`src/rtl/ar_pkg.sv`:
```
`default_nettype none
package ar_pkg;

  // Table geometry and field widths.
  localparam int FRAMES    = 64;
  localparam int AGE_BITS  = 16;
  localparam int PAGE_BITS = 20;
  localparam int IDX_W     = (FRAMES > 1) ? $clog2(FRAMES) : 1;
  localparam int CNT_W     = $clog2(FRAMES + 1);

  // Fixed widths of the configuration and result words.
  localparam int CFG_W       = 16;
  localparam int CFG_IDX_W   = 2;
  localparam int FIU_W       = 7;
  localparam int PERIOD_W    = 16;
  localparam int MARK_W      = 16;
  localparam int OUT_IDX_W   = 6;
  localparam int FAULT_W     = 32;

  // Configuration register indexes.
  localparam logic [CFG_IDX_W-1:0] CFG_FRAMES_IN_USE  = 2'd0;
  localparam logic [CFG_IDX_W-1:0] CFG_AGING_PERIOD   = 2'd1;
  localparam logic [CFG_IDX_W-1:0] CFG_REFERENCE_MARK = 2'd2;

  // Outcome codes.
  localparam logic [1:0] OUT_HIT     = 2'd0;
  localparam logic [1:0] OUT_LOAD    = 2'd1;
  localparam logic [1:0] OUT_REPLACE = 2'd2;

  typedef enum logic {
    ST_IDLE,
    ST_SWEEP
  } state_t;

  // Search word that walks down the cell chain, one cell per cycle.
  typedef struct packed {
    logic                 valid;
    logic [PAGE_BITS-1:0] page;
    logic                 hit;
    logic [IDX_W-1:0]     hit_idx;
    logic [AGE_BITS-1:0]  min_age;
    logic [IDX_W-1:0]     min_idx;
    logic [PAGE_BITS-1:0] min_page;
  } carrier_t;

  // Update broadcast to all cells at the end of a sweep.
  typedef struct packed {
    logic                 wr;
    logic                 orr;
    logic                 shift;
    logic [IDX_W-1:0]     idx;
    logic [PAGE_BITS-1:0] page;
    logic [AGE_BITS-1:0]  mark;
  } update_t;

endpackage
`default_nettype wire

```
`src/rtl/ar_cell.sv`:
```
`default_nettype none
module ar_cell (
  input  wire logic                    clk,
  input  wire logic                    rst_n,
  input  wire logic [ar_pkg::IDX_W-1:0] cell_idx,
  input  wire logic [ar_pkg::CNT_W-1:0] frames_loaded,
  input  wire ar_pkg::carrier_t         carry_in,
  input  wire ar_pkg::update_t          upd,
  output ar_pkg::carrier_t              carry_out
);

  logic [ar_pkg::PAGE_BITS-1:0] page_r, page_nxt;
  logic [ar_pkg::AGE_BITS-1:0]  age_r, age_nxt, age_mid;
  ar_pkg::carrier_t             carry_r, carry_nxt;
  logic                         loaded, match, take, sel;

  // A frame is resident when its index lies below the fill count.
  assign loaded = (ar_pkg::CNT_W'(cell_idx) < frames_loaded);
  assign match  = loaded && (page_r == carry_in.page);
  assign take   = loaded && ((age_r < carry_in.min_age) || (cell_idx == '0));

  // Fold this frame into the passing search word.
  always_comb begin
    carry_nxt = carry_in;
    if (match && !carry_in.hit) begin
      carry_nxt.hit     = 1'b1;
      carry_nxt.hit_idx = cell_idx;
    end
    if (take) begin
      carry_nxt.min_age  = age_r;
      carry_nxt.min_idx  = cell_idx;
      carry_nxt.min_page = page_r;
    end
  end

  // Apply the broadcast update, then the aging shift.
  assign sel = (upd.idx == cell_idx);
  always_comb begin
    page_nxt = page_r;
    age_mid  = age_r;
    if (upd.wr && sel) begin
      page_nxt = upd.page;
      age_mid  = upd.mark;
    end else if (upd.orr && sel) begin
      age_mid = age_r | upd.mark;
    end
    age_nxt = upd.shift ? (age_mid >> 1) : age_mid;
  end

  always_ff @(posedge clk) begin
    page_r <= page_nxt;
    age_r  <= age_nxt;
  end

  // Only the valid flag of the search word is control state.
  always_ff @(posedge clk) begin
    if (!rst_n) begin
      carry_r.valid <= 1'b0;
    end else begin
      carry_r <= carry_nxt;
    end
  end

  assign carry_out = carry_r;

endmodule
`default_nettype wire

```
`config.mk`:
```
export PLATFORM = sky130hd
export DESIGN_NAME = ar_cell
export DESIGN_NICKNAME = d
export VERILOG_FILES = /design/src/rtl/ar_pkg.sv /design/src/rtl/ar_cell.sv
export SDC_FILE = /design/constraint.sdc
export NUM_CORES = 1
export LEC_CHECK = 0
export ABC_CLOCK_PERIOD_IN_PS = 2750
export BUFFER_PORTS_ARGS = -buffer_cell sky130_fd_sc_hd__clkbuf_2
export CORE_UTILIZATION = 47
export CTS_CLUSTER_SIZE = 16
export DETAILED_ROUTE_END_ITERATION = 10
export PLACE_DENSITY = 0.85
export SYNTH_ARGS = -nofsm -noshare
export SYNTH_HDL_FRONTEND = slang
export SYNTH_SLANG_ARGS = --single-unit
```
`constraint.sdc`:
```
create_clock -name clk -period 2.75 [get_ports clk]
set_clock_uncertainty 0.1 [all_clocks]
set_input_delay 0.1375 -clock clk [delete_from_list [all_inputs] [get_ports clk]]
set_output_delay 0.1375 -clock clk [all_outputs]
set_load 0.05 [all_outputs]
```
# --- Yosys cells after proc, flatten, opt, wreduce, memory -nomap -nowiden ---
# Index checks and enable logic that the tools add are counted.
classes:
  magnitude_cmp: 2
  n_reduce_logical: 9
  n_div: 0
  bitwise_logic: 1
  n_mux: 5
  eq_ne: 2
  n_mul: 0
  shifts: 0
  n_addsub: 0
ops:
  columns: ["cell", "count"]
  rows:
  - ["42-bit 2-to-1 mux", 1]
  - ["16-bit 2-to-1 mux", 2]
  - ["20-bit == test", 1]
  - ["16-bit less-than comparator", 1]
  - ["16-bit bitwise OR", 1]
  - ["15-bit 2-to-1 mux", 1]
  - ["6-bit by 7-bit less-than comparator with 1-bit output", 1]
  - ["6-bit == test", 1]
  - ["6-bit zero test", 1]
  - ["6-bit 2-to-1 mux", 1]
  - ["1-bit logical AND", 5]
  - ["3-bit nonzero test", 1]
  - ["1-bit zero test", 1]
  - ["1-bit logical OR", 1]
totals:
  latchBits: 0
  memories: 0
  ff_bits: 106
  wordCells: 30
  ramBits: 0
  output_inout_bits: 70
  romBits: 0

# --- Longest topological paths before layout ---
depth:
  ltp_word: 5
  ltp_mapped: 10
  depth_no_buf: 7

# --- Worst setup path after synthesis ---
# No wires, ideal clock.
synth_timing:
  path_type: "reg-to-reg"
  start: "reg age_r[15] in the netlist's numbering"
  end: "reg carry_r, in the netlist carry_out[31] (data pin)"
  period_less_slack_ps: 2268
  path_stages_with_launch: 9
  arrival_time_ps: 1904
  slack_ps: 482
  n_path_buf: 2
  t_required_ps: 2386
  setup_ps: 264
  cell_sequence: "dfxtp_1 -> ha_1 -> and4_1 -> o211ai_1 -> o32a_1 -> buf_6 -> a21boi_4 -> buf_6 -> o221ai_2"
synth_lines:
  columns: ["element", "line_no", "text"]
  rows:
  - ["start, declared", "ar_cell.sv:13", "logic [ar_pkg::AGE_BITS-1:0] age_r, age_nxt, age_mid;"]
  - ["start signal, assigned", "ar_cell.sv:52", "age_r <= age_nxt;"]
  - ["end signal, assigned", "ar_cell.sv:60", "carry_r <= carry_nxt;"]
  - ["end, declared", "ar_cell.sv:14", "ar_pkg::carrier_t carry_r, carry_nxt;"]

==> run_results.csv <==
group,metric,value,unit
outcome,run_status,"finished, final reports clean",
global_route,grt_pass1_vias,4721,
placement,place_congestion,0.841,
sta,maxSlewViolCount,0,
floorplanning,rows,38,
setup_path,cpPeakStageDelay,0.43,ns
global_route,overflow,0,
detailed_routing,wirelength,16.3,mm
global_route,grt_use_total,27.1,%
sta,fin_tns_setup,0,ns
setup_path,r2r_end,"carry_out[10]$_DFFE_PP_",
setup_path,reg2reg_slack,0.22,ns
setup_path,reg2reg_depth,7,
detailed_routing,drtIter0Drc,479,
synth,yosysWarnings,0,
cts,clkTransAtPathRegs,0.07,ns
sta,slew_headroom,55.7,%
cts,htree_levels,3,
cts,cts_tree,"yes",
synth,ys_seq_area_share,56.0,%
floorplanning,die_h,109,µm
setup_path,crit_buf_inv,1,
setup_path,setup.worst_path.start,"age_r[15]$_SDFF_PP0_",
cts,clock_path_buffers,2,
power_and_ir_drop,switching_share,30.9,%
final_layout,layout-area-overhead-vs-synth,38.1,%
setup_path,cp_max_fo,30,
synth,synth_top_cells_by_area,"edfxtp_1 (50%), nand2_1 (9.0%), dfxtp_1 (5.9%)",
cts,root_buffer,"clkbuf_16",
sta,max_freq,395,MHz
synth,synth.cell_area,0.00540,mm²
setup_path,cpLargestDelayFamily,"compound AO/OA/AOI/OAI gates",
global_route,grt_pass1_wl,23.9,mm
sta,final.min_clock_period,2.53,ns
setup_path,crit_cells,7,
floorplanning,initial_core_util,49.0,%
setup_path,crit_slowest_cell,"o32a_2",
cts,numCtsBuffers,9,
sta,worst_pin_slew,0.664,ns
final_layout,nNetsFinal,865,
detailed_routing,wl_per_cell,18.9,µm
synth,syn_inst,459,
detailed_routing,ant_nets,0,
setup_path,end_kind,"flip-flop",
cts,insertion_delay,0.34,ns
detailed_routing,dr.pass1.iters,5,
power_and_ir_drop,p_switching,0.00139,W
setup_path,required,2.71,ns
sta,holdWs,0.00154,ns
synth,syn-num-nets,609,
power_and_ir_drop,leakage,3.37,nW
synth,syn_area_per_cell,11.8,µm²
setup_path,startpoint_type,"flip-flop",
power_and_ir_drop,combPwrFrac,24.6,%
power_and_ir_drop,p_seq_share,44.4,%
sta,rsz0062_at_grt,"no",
synth,synth_seq_cells,106,
final_layout,drive_gt1_share,36.1,%
setup_path,path_cells,"ha_1, and4_1, o211ai_1, o32a_2, a21boi_4, buf_12, o221ai_1",
detailed_routing,drc,0,
synth,synth_area_leader_cell,"edfxtp_1",
setup_path,reg2reg_from,"age_r[15]$_SDFF_PP0_",
cts,postCtsSetupBuffers,0,
placement,io_buffers,199,
power_and_ir_drop,peakVddDrop,0.368,mV
synth,synth_cell_types,41,
global_route,antenna_found_initial,0,
cts,cts.sinks,106,
sta,finalHoldViolations,0,
setup_path,cp.arrival,2.49,ns
floorplanning,die_w,109,µm
detailed_routing,route.vias.total,4797,
global_route,grt_max_degree,44,
detailed_routing,vias_per_cell,5.57,
floorplanning,die_area,0.0119,mm²
setup_path,crit_end,"carry_out[10]$_DFFE_PP_",
power_and_ir_drop,clkPwrFrac,30.9,%
power_and_ir_drop,internal_power,0.00309,W
power_and_ir_drop,powerDensity,601,mW/mm²
sta,setup_viol,0,
setup_path,path_class,"flip-flop to flip-flop",
sta,fin_crit_sh,92.0,%
synth,synth_top_area_share,50.0,%
placement,dp_hpwl,11.1,mm
floorplanning,core-area,0.0110,mm²
floorplanning,ioPinCount,200,
min_path,hold_class,"input port to flip-flop",
job,cap_violations,0,
-- stage by stage --
stage / area [µm²] / power (W) / setup slack [ns] / instances / util, %
finish: 7460 / 0.00448 / 0.219 / 861 / 67.6
global route: 7460 / 0.00463 / 0.114 / 860 / 67.6
CTS: 7460 / 0.00446 / 0.175 / 860 / 67.6
detailed placement: 6540 / 0.00304 / 0.166 / 784 / 59.3
global placement: 6540 / 0.00300 / 0.300 / 784 / 59.3
floorplan: 5400 / 0.00270 / 0.482 / 459 / -
-- cells by family after synthesis --
logic type                 share of synthesized area, %
and+or+nand+nor                                    12.9
xor gates and xnor gates                           4.21
muxes                                              3.84
buffers and inverters                              4.86
AOI/OAI and AO/OA                                  13.6
DFF                                                56.0
adders and majority gates                          4.63
-- cells in the mapped netlist, drive strengths merged --
library cell	n
a21boi	1
edfxtp	90
nand3	1
a211oi	1
a21oi	7
inv	23
buf	13
nor4	6
clkbuf	13
nand4b	1
and4	2
a221oi	1
nor3	1
ha	20
a21o	1
a2111oi	1
o221ai	36
or4	1
nand2	129
xor2	17
o211ai	7
o21a	2
xnor2	9
o32a	2
nor2	5
o21ai	1
nand4	9
mux2	6
o22ai	1
or2	2
o32ai	1
nand2b	2
and2	2
mux2i	14
a22oi	15
dfxtp	16
-- what timing repair did --
action | 4_1_cts | 5_1_grt
setup endpoints to repair | 0 | 7
hold buffers | 60 | 0
resized for setup | 0 | 1
hold endpoints to repair | 60 | 0
-- worst min-delay path by stage --
stage	from	endpoint	slack, ns	depth (start not counted)
final	carry_in[3]	carry_out[3]$_DFFE_PP_	0.002	3
after detailed placement	upd[29]	page_r[13]$_DFFE_PP_	0.22	1
after floorplan	upd[42]	age_r[15]$_SDFF_PP0_	0.11	1
after global placement	upd[24]	page_r[8]$_DFFE_PP_	0.22	1
after CTS	carry_in[18]	carry_out[18]$_DFFE_PP_	0.0006	3
after global routing	carry_in[18]	carry_out[18]$_DFFE_PP_	0.006	3
-- routing by layer --
layer	GRT usage, %	wire length (µm)	up-vias
met5	0	0	-
met4	13.0	527	0
met3	6.63	1520	46
met2	48.0	8360	272
met1	30.4	5900	2260
li1	-	-	2219
-- layout make-up --
class	count	area (µm²)
repair buffers	271	1720
clock buffers	9	225
multi-input cells	304	2130
fillers	797	3570
clock inverters	7	91.3
inverters	23	86.3
diodes	1	2.50
flip-flops and latches	106	3020
well taps	140	175
-- worst min-delay path: stages --
cell and delay (ns):
clkbuf_2 0.09, nand2_1 0.04, o221ai_1 0.06
-- flip-flops by register name, indices dropped and copies added, names as in the netlist --
name	flops
carry_out	70
page_r	20
age_r	16
-- cell usage in the layout, fill, tap and decap left out, types with 2 or more instances in the layout --
master,Yosys,layout
a21oi_1,7,7
nand4_1,9,9
mux2i_1,14,14
nand2_1,129,129
o221ai_2,12,12
buf_12,0,3
clkbuf_2,0,198
nor2_1,5,5
nor4_1,5,5
nand2b_1,2,2
bufinv_16,0,2
dfxtp_1,16,16
dlygate4sd3_1,0,60
or2_2,2,2
o32a_2,0,2
o21a_1,2,2
xnor2_1,9,9
o211ai_2,4,4
and4_1,2,2
clkinv_2,0,2
a22oi_1,15,15
inv_1,22,22
buf_4,0,9
inv_6,0,2
edfxtp_1,90,90
o211ai_1,3,3
mux2_2,6,6
xor2_1,17,17
clkbuf_16,0,9
ha_1,20,20
o221ai_1,24,24
-- power groups by stage --
| stage | sequential [W] | clock (W) | combinational (W) |
|---|---|---|---|
| 2_1_floorplan | 0.00234 | 0 | 0.000356 |
| 3_3_place_gp | 0.00201 | 0 | 0.000986 |
| 3_5_place_dp | 0.00202 | 0 | 0.00102 |
| 4_1_cts | 0.00199 | 0.00138 | 0.00109 |
| 5_1_grt | 0.00200 | 0.00145 | 0.00118 |
| 6_report | 0.00199 | 0.00139 | 0.00110 |
Power figures use the tool's default switching activity.
